## src/design/pcpq_pkg.sv

```systemverilog
`timescale 1ns / 1ps
// Shared types and constants of the pedal control panel qualifier.
// No dependencies; imported by every module of the block.
package pcpq_pkg;

   // Number of effect slots selectable by the knob in set mode.
   localparam int SLOT_COUNT = 4;
   localparam int SLOT_W = (SLOT_COUNT > 2) ? $clog2(SLOT_COUNT) : 1;

   localparam int SAMPLE_W = 12;
   localparam int KNOB_W = 17;
   localparam int ZONE_W = 14;
   localparam logic [KNOB_W-1:0] KNOB_FULL = 17'd65536;
   localparam logic [ZONE_W-1:0] KNOB_ZONE_RESET = 14'd983;

   // Panel modes, from the inverted toggle pins.
   localparam logic [1:0] MODE_SET = 2'd0;
   localparam logic [1:0] MODE_MOMENTARY = 2'd1;
   localparam logic [1:0] MODE_LATCH = 2'd2;

   typedef enum logic [1:0] {
      EVENT_NONE = 2'd0,
      EVENT_PARAM = 2'd1,
      EVENT_SLOT = 2'd2
   } event_kind_type;

   // Scaled knob and the slot it points at.
   typedef struct packed {
      logic [KNOB_W-1:0] value;
      logic [SLOT_W-1:0] slot;
   } pcpq_knob_type;

   // One result item.
   typedef struct packed {
      logic effect_on;
      logic [1:0] panel_mode;
      logic [1:0] current_slot;
      event_kind_type event_kind;
      logic [KNOB_W-1:0] knob_value;
   } pcpq_result_type;

endpackage

```

## src/design/pcpq_scale.sv

```systemverilog
`timescale 1ns / 1ps
// Knob scaling: raw 12-bit sample to Q16 position, plus the slot it selects.
// Depends on pcpq_pkg.
module pcpq_scale import pcpq_pkg::*; (
   input  logic [SAMPLE_W-1:0] sample,
   output pcpq_knob_type       knob
);

   // k = floor((1648*s - 98304) / 100) = floor((412*s - 24576) / 25)
   localparam int NUM_W = 21;
   localparam int RECIP_W = 26;
   localparam int RECIP_SHIFT = 30;
   localparam int PROD_W = NUM_W + RECIP_W;
   localparam logic [RECIP_W-1:0] RECIP25 = 26'd42949673; // ceil(2^30 / 25)
   localparam logic [NUM_W-1:0] KNOB_GAIN = 21'd412;
   localparam logic [NUM_W-1:0] KNOB_OFFSET = 21'd24576;

   localparam int SPROD_W = KNOB_W + $clog2(SLOT_COUNT + 1);
   localparam int SRAW_W = SPROD_W - 16;

   logic [NUM_W-1:0] scaled;
   logic [NUM_W-1:0] shifted;
   logic [PROD_W-1:0] prod;
   logic [KNOB_W-1:0] quot;
   logic [KNOB_W-1:0] value;
   logic [SPROD_W-1:0] slot_prod;
   logic [SRAW_W-1:0] slot_raw;

   always_comb begin
      scaled = NUM_W'(sample) * KNOB_GAIN;
      shifted = scaled - KNOB_OFFSET;
      // exact for shifted < 2^30/25
      prod = PROD_W'(shifted) * PROD_W'(RECIP25);
      quot = prod[RECIP_SHIFT +: KNOB_W];
      if (scaled < KNOB_OFFSET) begin
         value = '0;
      end else if (quot > KNOB_FULL) begin
         value = KNOB_FULL;
      end else begin
         value = quot;
      end

      slot_prod = SPROD_W'(value) * SPROD_W'(SLOT_COUNT);
      slot_raw = slot_prod[SPROD_W-1:16];
      knob.value = value;
      if (slot_raw >= SRAW_W'(SLOT_COUNT)) begin
         knob.slot = SLOT_W'(SLOT_COUNT - 1);
      end else begin
         knob.slot = SLOT_W'(slot_raw);
      end
   end

endmodule

```

## src/design/pcpq_state.sv

```systemverilog
`timescale 1ns / 1ps
// Panel state: mode, effect enable, foot edge, knob dead zone and slot.
// Depends on pcpq_pkg.
module pcpq_state import pcpq_pkg::*; (
   input  logic              clock,
   input  logic              reset,
   input  logic              update,
   input  logic              toggle_one_pin,
   input  logic              toggle_two_pin,
   input  logic              foot_pin,
   input  pcpq_knob_type     knob,
   input  logic [ZONE_W-1:0] knob_zone,
   output pcpq_result_type   result
);

   logic [1:0] mode_ff, mode_in;
   logic enable_ff, enable_in;
   logic wide_ff, wide_in;
   logic foot_last_ff, foot_last_in;
   logic [KNOB_W-1:0] knob_last_ff, knob_last_in;
   logic primed_ff, primed_in;
   logic [SLOT_W-1:0] slot_ff, slot_in;

   logic [ZONE_W+1:0] zone;
   logic [KNOB_W-1:0] knob_delta;
   logic act;
   event_kind_type event_kind;

   always_comb begin
      mode_in = {~toggle_two_pin, ~toggle_one_pin};
      enable_in = enable_ff;
      wide_in = wide_ff;
      foot_last_in = foot_last_ff;
      knob_last_in = knob_last_ff;
      primed_in = primed_ff;
      slot_in = slot_ff;
      event_kind = EVENT_NONE;

      if (mode_in != mode_ff) begin
         enable_in = 1'b0;
         wide_in = 1'b1;
      end

      if (foot_pin != foot_last_ff) begin
         foot_last_in = foot_pin;
         if (mode_in == MODE_LATCH && foot_pin) begin
            enable_in = ~enable_in;
         end else if (mode_in == MODE_MOMENTARY) begin
            enable_in = foot_pin;
         end
      end

      zone = wide_in ? {knob_zone, 2'b00} : {2'b00, knob_zone};
      knob_delta = (knob.value > knob_last_ff) ? knob.value - knob_last_ff
                                               : knob_last_ff - knob.value;
      act = (knob.value == KNOB_FULL && knob_last_ff != KNOB_FULL)
         || (knob.value == '0 && knob_last_ff != '0)
         || (knob_delta >= KNOB_W'(zone));

      if (!primed_ff) begin
         primed_in = 1'b1;
         knob_last_in = knob.value;
      end else if (act) begin
         wide_in = 1'b0;
         knob_last_in = knob.value;
         if (mode_in != MODE_SET) begin
            event_kind = EVENT_PARAM;
         end else if (knob.slot != slot_ff) begin
            slot_in = knob.slot;
            event_kind = EVENT_SLOT;
         end
      end

      result.effect_on = enable_in;
      result.panel_mode = mode_in;
      result.current_slot = 2'(slot_in);
      result.event_kind = event_kind;
      result.knob_value = knob.value;
   end

   always_ff @(posedge clock) begin
      if (reset) begin
         mode_ff <= MODE_SET;
         enable_ff <= 1'b0;
         wide_ff <= 1'b0;
         foot_last_ff <= 1'b0;
         knob_last_ff <= '0;
         primed_ff <= 1'b0;
         slot_ff <= '0;
      end else if (update) begin
         mode_ff <= mode_in;
         enable_ff <= enable_in;
         wide_ff <= wide_in;
         foot_last_ff <= foot_last_in;
         knob_last_ff <= knob_last_in;
         primed_ff <= primed_in;
         slot_ff <= slot_in;
      end
   end

endmodule

```

## src/design/pedal_control_panel_qualifier.sv

```systemverilog
`timescale 1ns / 1ps
// Top level of the pedal control panel qualifier.
// Depends on pcpq_pkg, pcpq_scale and pcpq_state.
//
//  channel | direction | handshake              | payload
//  --------+-----------+------------------------+-------------------------------
//  req     | in        | req_valid / req_stall  | toggle pins, foot pin, knob
//  rsp     | out       | rsp_valid / rsp_stall  | enable, mode, slot, event, knob
//  csr     | in        | csr_write_enable       | dead zone, written at once
//
// One item per cycle sustained while rsp_stall is low; each item passes through
// the input register and the result register, in that order. Knob scaling (one
// reciprocal multiply) and the state update sit between those two registers.
// Synchronous active-high reset clears all but payload; dead zone returns to 983.
// A stalled result holds; the input register keeps taking transfers while
// it empties into the result register, so req_stall rises only when both
// are full and rsp_stall is high.
module pedal_control_panel_qualifier import pcpq_pkg::*; (
   input  logic                clock,
   input  logic                reset,

   input  logic                req_valid,
   output logic                req_stall,
   input  logic                req_toggle_one_pin,
   input  logic                req_toggle_two_pin,
   input  logic                req_foot_pin,
   input  logic [SAMPLE_W-1:0] req_knob_sample,

   output logic                rsp_valid,
   input  logic                rsp_stall,
   output logic                rsp_effect_on,
   output logic [1:0]          rsp_panel_mode,
   output logic [1:0]          rsp_current_slot,
   output logic [1:0]          rsp_event_kind,
   output logic [KNOB_W-1:0]   rsp_knob_value,

   input  logic                csr_write_enable,
   input  logic [ZONE_W-1:0]   csr_write_data
);

   // input register
   logic in_valid_ff, in_valid_in;
   logic tog_one_ff, tog_two_ff, foot_ff;
   logic [SAMPLE_W-1:0] sample_ff;

   // result register
   logic out_valid_ff, out_valid_in;
   pcpq_result_type result_ff;
   pcpq_result_type result_next;

   logic [ZONE_W-1:0] knob_zone_ff;
   pcpq_knob_type knob;
   logic advance;
   logic take;

   // The result register can load whenever it is empty or being drained.
   assign advance = !out_valid_ff || !rsp_stall;
   assign req_stall = in_valid_ff && !advance;
   assign take = req_valid && !req_stall;

   always_comb begin
      in_valid_in = req_stall ? in_valid_ff : req_valid;
      out_valid_in = advance ? in_valid_ff : out_valid_ff;
   end

   pcpq_scale u_scale (
      .sample (sample_ff),
      .knob   (knob)
   );

   // State commits as the item moves into the result register.
   pcpq_state u_state (
      .clock          (clock),
      .reset          (reset),
      .update         (in_valid_ff && advance),
      .toggle_one_pin (tog_one_ff),
      .toggle_two_pin (tog_two_ff),
      .foot_pin       (foot_ff),
      .knob           (knob),
      .knob_zone      (knob_zone_ff),
      .result         (result_next)
   );

   always_ff @(posedge clock) begin
      if (reset) begin
         in_valid_ff <= 1'b0;
         out_valid_ff <= 1'b0;
         knob_zone_ff <= KNOB_ZONE_RESET;
      end else begin
         in_valid_ff <= in_valid_in;
         out_valid_ff <= out_valid_in;
         if (csr_write_enable) begin
            knob_zone_ff <= csr_write_data;
         end
      end
   end

   // payload, no reset
   always_ff @(posedge clock) begin
      if (take) begin
         tog_one_ff <= req_toggle_one_pin;
         tog_two_ff <= req_toggle_two_pin;
         foot_ff <= req_foot_pin;
         sample_ff <= req_knob_sample;
      end
      if (in_valid_ff && advance) begin
         result_ff <= result_next;
      end
   end

   assign rsp_valid = out_valid_ff;
   assign rsp_effect_on = result_ff.effect_on;
   assign rsp_panel_mode = result_ff.panel_mode;
   assign rsp_current_slot = result_ff.current_slot;
   assign rsp_event_kind = result_ff.event_kind;
   assign rsp_knob_value = result_ff.knob_value;

endmodule
```

## config.mk

```make
export PLATFORM = sky130hd
export DESIGN_NAME = pedal_control_panel_qualifier
export DESIGN_NICKNAME = d
export VERILOG_FILES = /design/src/design/pcpq_pkg.sv /design/src/design/pcpq_scale.sv /design/src/design/pcpq_state.sv /design/src/design/pedal_control_panel_qualifier.sv
export SDC_FILE = /design/constraint.sdc
export NUM_CORES = 1
export LEC_CHECK = 0
export ABC_AREA = 1
export BUFFER_PORTS_ARGS = -buffer_cell sky130_fd_sc_hd__buf_2
export CORE_MARGIN = 10
export CORE_UTILIZATION = 59
export CTS_BUF_LIST = sky130_fd_sc_hd__clkbuf_16
export DETAILED_ROUTE_END_ITERATION = 10
export PLACE_DENSITY = 0.9
export SYNTH_ARGS = -nofsm -noshare
export SYNTH_HDL_FRONTEND = slang
export SYNTH_SLANG_ARGS = --single-unit
```

## constraint.sdc

```tcl
create_clock -name clock -period 14.2 [get_ports clock]
set_input_delay 0.71 -clock clock [delete_from_list [all_inputs] [get_ports clock]]
set_output_delay 0.71 -clock clock [all_outputs]
set_load 0.03 [all_outputs]
```

==> results of run 1 <==
final cells by class:
type                       instances  area [um2]  share of cell area
clock inverter                     7        52.6             0.00261
multi-input combinational       1428       13500               0.670
clock buffer                       9         225              0.0112
sequential                        80        1990              0.0990
tap                              341         427              0.0212
timing repair buffer             279        2010              0.0999
inverter                         513        1930              0.0960
placed cells by master (no fill, tap or decap), types with 53 or more instances in the layout:
| cell | n |
|---|---|
| nand2_1 | 317 |
| buf_2 | 59 |
| inv_1 | 476 |
| nand3_1 | 64 |
| buf_4 | 209 |
| a21oi_1 | 71 |
| nor2_1 | 113 |
| fa_1 | 171 |
| ha_1 | 268 |
| o21ai_0 | 53 |
state kept, by name, indices dropped and copies added (netlist names):
signal,flops
foot_ff,1
in_valid_ff,1
knob_zone_ff,14
rsp_current_slot,2
rsp_effect_on,1
rsp_event_kind,2
rsp_knob_value,17
rsp_panel_mode,2
rsp_valid,1
sample_ff,12
tog_one_ff,1
tog_two_ff,1
u_state.enable_ff,1
u_state.foot_last_ff,1
u_state.knob_last_ff,17
u_state.mode_ff,2
u_state.primed_ff,1
u_state.slot_ff,2
u_state.wide_ff,1
through the flow:
| stage | TNS (ns) | std cells | cell area (um2) | worst slack (ns) |
|---|---|---|---|---|
| after floorplan | 0 | 2039 | 16200 | 0.0427 |
| after global placement | -2.78 | 2598 | 18200 | -0.143 |
| after detailed placement | -14.44 | 2598 | 18200 | -0.655 |
| after CTS | 0 | 2631 | 19100 | 0.00134 |
| after global routing | -24.07 | 2657 | 20100 | -1.03 |
| final | -12.09 | 2657 | 20100 | -0.543 |
routing by layer:
layer,track usage,share of wire
met1,0.346,0.38
met2,0.502,0.49
met4,0.111,0.062
met3,0.0462,0.076
met5,0,0
repair_timing:
action | CTS | global route
gates cloned | 1 | 0
gates resized for setup | 91 | 188
hold endpoints to repair | 0 | 0
setup endpoints to repair | 24 | 24
buffers inserted | 16 | 26
pin swaps | 24 | 111
critical path, delay by kind of cell, from the launching register on:
family	cells	cell delay [ns]
adders and majority gates	15	6.47
AOI/OAI and AO/OA	18	2.81
and+or+nand+nor	28	2.60
buffers and inverters	14	1.57
xor gates and xnor gates	3	0.66
DFF	1	0.45
kinds of logic after synthesis:
logic type | synth area share
and+or+nand+nor | 0.175
buffers and inverters | 0.125
adders and majority gates | 0.463
AOI/OAI and AO/OA | 0.0837
DFF | 0.123
xor gates and xnor gates | 0.0273
muxes | 0.00309
worst min-delay path by stage:
stage                                  start         endpoint  slack (ns)  cells after the start
after global placement       u_state.wide_ff  u_state.wide_ff        0.46                      2
after CTS                    u_state.wide_ff  u_state.wide_ff        0.47                      2
final                        u_state.wide_ff  u_state.wide_ff        0.49                      2
after global routing      req_toggle_one_pin       tog_one_ff        0.51                      1
after detailed placement     u_state.wide_ff  u_state.wide_ff        0.46                      2
after floorplan              knob_zone_ff[4]  knob_zone_ff[4]        0.44                      2
==> impl_metrics.ini, run 1 <==
[status]
status = finished, violations left
violations = design-rule violations, negative setup slack

[worst_setup_path]
rrSetupSlack_ns = -0.54
slowest_stage = fa_2
crit_type = flop to flop
path_max_fanout = 17
reg2reg_to = u_state.knob_last_ff[16]
cpMostUsedCell = nand2_1
critPathArrivalTime_ns = 15.01
rr_startpoint = sample_ff[2]
cpPeakStageDelay_ns = 0.62
crit_start = sample_ff[2]
critPathLaunchType = flop
cp-end-kind = flop
required_ns = 14.46
cp-endpoint = u_state.knob_last_ff[16]
reg2reg_depth = 78

[sta]
rsz0062_at_grt = true
tightest_slew_ns = 1.03
drv_slew = 0
fmax_mhz = 67.8
hold_viol = 0
setup_viol = 24
slew_headroom = 0.314
finalCritPeriodShare = 1.04
whs_ns = 0.493
setup_ws_ns = -0.543
clock_skew_ns = 0.00851
period_minus_slack_ns = 14.74

[global_routing]
grt_overflow = 0
track_usage = 0.287
grt_pass1_vias = 15461
grt_max_degree = 44
grt_pass1_wl_um = 78200
grt_antenna_before_repair = 0

[route]
wl_um = 53400
vias = 15246
drc = 1
antenna_left = 0
wl_per_cell_um = 20.1
dr.pass1.iters = 10
viasPerCell = 5.74
drt_iter0_drc = 1526

[layout]
drive_gt1_frac = 0.245
fill_cells = 1754
fin_util = 0.746
synthToLayoutAreaGrowth_pct = 24.3
nNetsFinal = 2838
insertedDiodeCount = 0

[synthesis]
synthArstFlopShare = 0
syn-num-nets = 2566
yosysMostFrequentCell = inv_1
synthTopCellsByCount = inv_1, nand2_1, ha_1, fa_1, nor2_1
yosysUniqueCellTypes = 59
syn_area_um2 = 16200
synth_top_area_share = 0.245
ys_warn_count = 0
yosys-top-cells-area = ha_1, fa_1, inv_1
synthCells = 2039
synth_edf_count = 39
synth-main-ff-cell = dfxtp_1
ys_ff_latch = 80
synth_top_area_cell = ha_1
yosysSeqAreaShare = 0.123
synth_area_per_cell_um2 = 7.94

[floorplan]
io_pins = 60
rows = 60
dieArea_um2 = 34400
die_h_um = 186
start_util = 0.600
core_area_um2 = 27000
die_w_um = 186

[clock_network]
cts_tree = built
cts_made_buffers = 9
cts_hold_buf = 0
cts_buffer_depth = 2
clock-root-buffer = clkbuf_16
clk_latency_ns = 0.37
clock-sinks = 80
h-tree-depth = 3
clk_pin_slew_ns = 0.07

[place]
port_buffers = 59
globalplace.congestion = 1.01
post-dp-hpwl_um = 40000

[flow_run]
maxCapViolations = 0

[min_path]
hp-class = flop to flop
Power of run 1 is left out: the tool's default activity adds up to more than one toggle a clock period on the data nets, which glitch-free logic cannot reach.
==> inputs of run 2 (changes only) <==
RECOVER_POWER = 100   (was unset)
==> impl_metrics.ini, run 2 (synthesized netlist as in run 1, its figures left out) <==
[sta]
fmax_mhz = 67.8
hold_viol = 0
drv_slew = 0
tightest_slew_ns = 1.02
clock_skew_ns = 0.00876
rsz0062_at_grt = true
period_minus_slack_ns = 14.74
setup_viol = 24
slew_headroom = 0.316
whs_ns = 0.492
finalCritPeriodShare = 1.04
setup_ws_ns = -0.541

[layout]
final_cell_mix = inv_1, nand2_1, ha_1
synthToLayoutAreaGrowth_pct = 24.3
fill_cells = 1755
register_area_um2 = 1990
drive_gt1_frac = 0.244
nNetsFinal = 2838
final_common_cell = inv_1
multi_input_area_um2 = 13500
insertedDiodeCount = 0
fin_util = 0.746

[worst_setup_path]
cp-end-kind = flop
cpPeakStageDelay_ns = 0.62
slowest_stage = fa_2
crit_start = sample_ff[2]
path_max_fanout = 17
critPathArrivalTime_ns = 15.06
rr_startpoint = sample_ff[2]
critPathLaunchType = flop
crit_type = flop to flop
required_ns = 14.52
cpMostUsedCell = nand2_1

[clock_network]
h-tree-depth = 3
clock-sinks = 80
clk_pin_slew_ns = 0.07
clock-root-buffer = clkbuf_16
cts_tree = built
cts_hold_buf = 0
cts_made_buffers = 9
cts_buffer_depth = 2
clk_latency_ns = 0.37

[route]
antenna_left = 0
wl_per_cell_um = 20.1
wl_um = 53400
vias = 15230
drt_iter0_drc = 1541
dr.pass1.iters = 7
viasPerCell = 5.73
drc = 0

[place]
globalplace.congestion = 1.01
post-dp-hpwl_um = 40000
port_buffers = 59

[floorplan]
die_h_um = 186
dieArea_um2 = 34400
start_util = 0.600
io_pins = 60
rows = 60
core_area_um2 = 27000
die_w_um = 186

[global_routing]
grt_max_degree = 44
track_usage = 0.287
grt_antenna_before_repair = 0
grt_pass1_wl_um = 78200
grt_overflow = 0
grt_pass1_vias = 15461

[status]
status = finished, violations left
violations = negative setup slack

[min_path]
worstHoldStart = u_state.wide_ff
hp-class = flop to flop

[flow_run]
maxCapViolations = 0
[run 2: cell count changes in the layout (fill, tap and decap cells not counted)]
cell,change
clkbuf_1,+1
buf_2,-1
[run 2: final cells by class]
| type | instances | area share |
|---|---|---|
| Clock buffer | 9 | 0.0112 |
| Clock inverter | 7 | 0.00261 |
| Inverter | 513 | 0.0960 |
| Multi-Input combinational cell | 1428 | 0.670 |
| Sequential cell | 80 | 0.0990 |
| Tap cell | 341 | 0.0212 |
| Timing Repair Buffer | 279 | 0.0998 |
[run 2: worst max-delay path, delay by kind of cell (launching register included)]
kind | cells | cell delay, ns
compound gates | 18 | 2.81
xor+xnor | 3 | 0.66
fa+ha+maj | 15 | 6.48
buf+inv | 14 | 1.47
flops | 1 | 0.44
simple gates | 28 | 2.74
[run 2: final timing paths]
kind                              to  slack [ns]  depth (start not counted)
setup / recovery  u_state.slot_ff[1]       -0.54                         78
hold / removal       u_state.wide_ff        0.49                          2
setup reg to reg  u_state.slot_ff[1]       -0.54                         78
hold reg to reg      u_state.wide_ff        0.49                          2
[run 2: timing repair]
| item | in CTS | in global routing |
|---|---|---|
| pin swaps | 24 | 111 |
| gates cloned | 1 | 0 |
| buffers inserted | 16 | 26 |
| endpoints found under the setup margin | 24 | 24 |
| resized for setup | 91 | 188 |
[run 2: per-layer routing]
layer  part of all wire  vias up  GRT usage
li1                   -     6935          -
met1               0.38     7260      0.346
met2               0.48      785      0.502
met3              0.075      250     0.0462
met4              0.062        0      0.111
met5                  0        -          0
[run 2: stage by stage]
stage          cell area (um2)  setup slack (ns)  setup TNS, ns  instances
3_5_place_dp             18200            -0.655         -14.44       2598
5_1_grt                  20100             -1.03         -24.07       2657
4_1_cts                  19100           0.00134              0       2631
2_1_floorplan            16200            0.0427              0       2039
6_report                 20100            -0.541         -11.95       2657
3_3_place_gp             18200            -0.143          -2.78       2598
Power of run 2 is left out for the same reason.
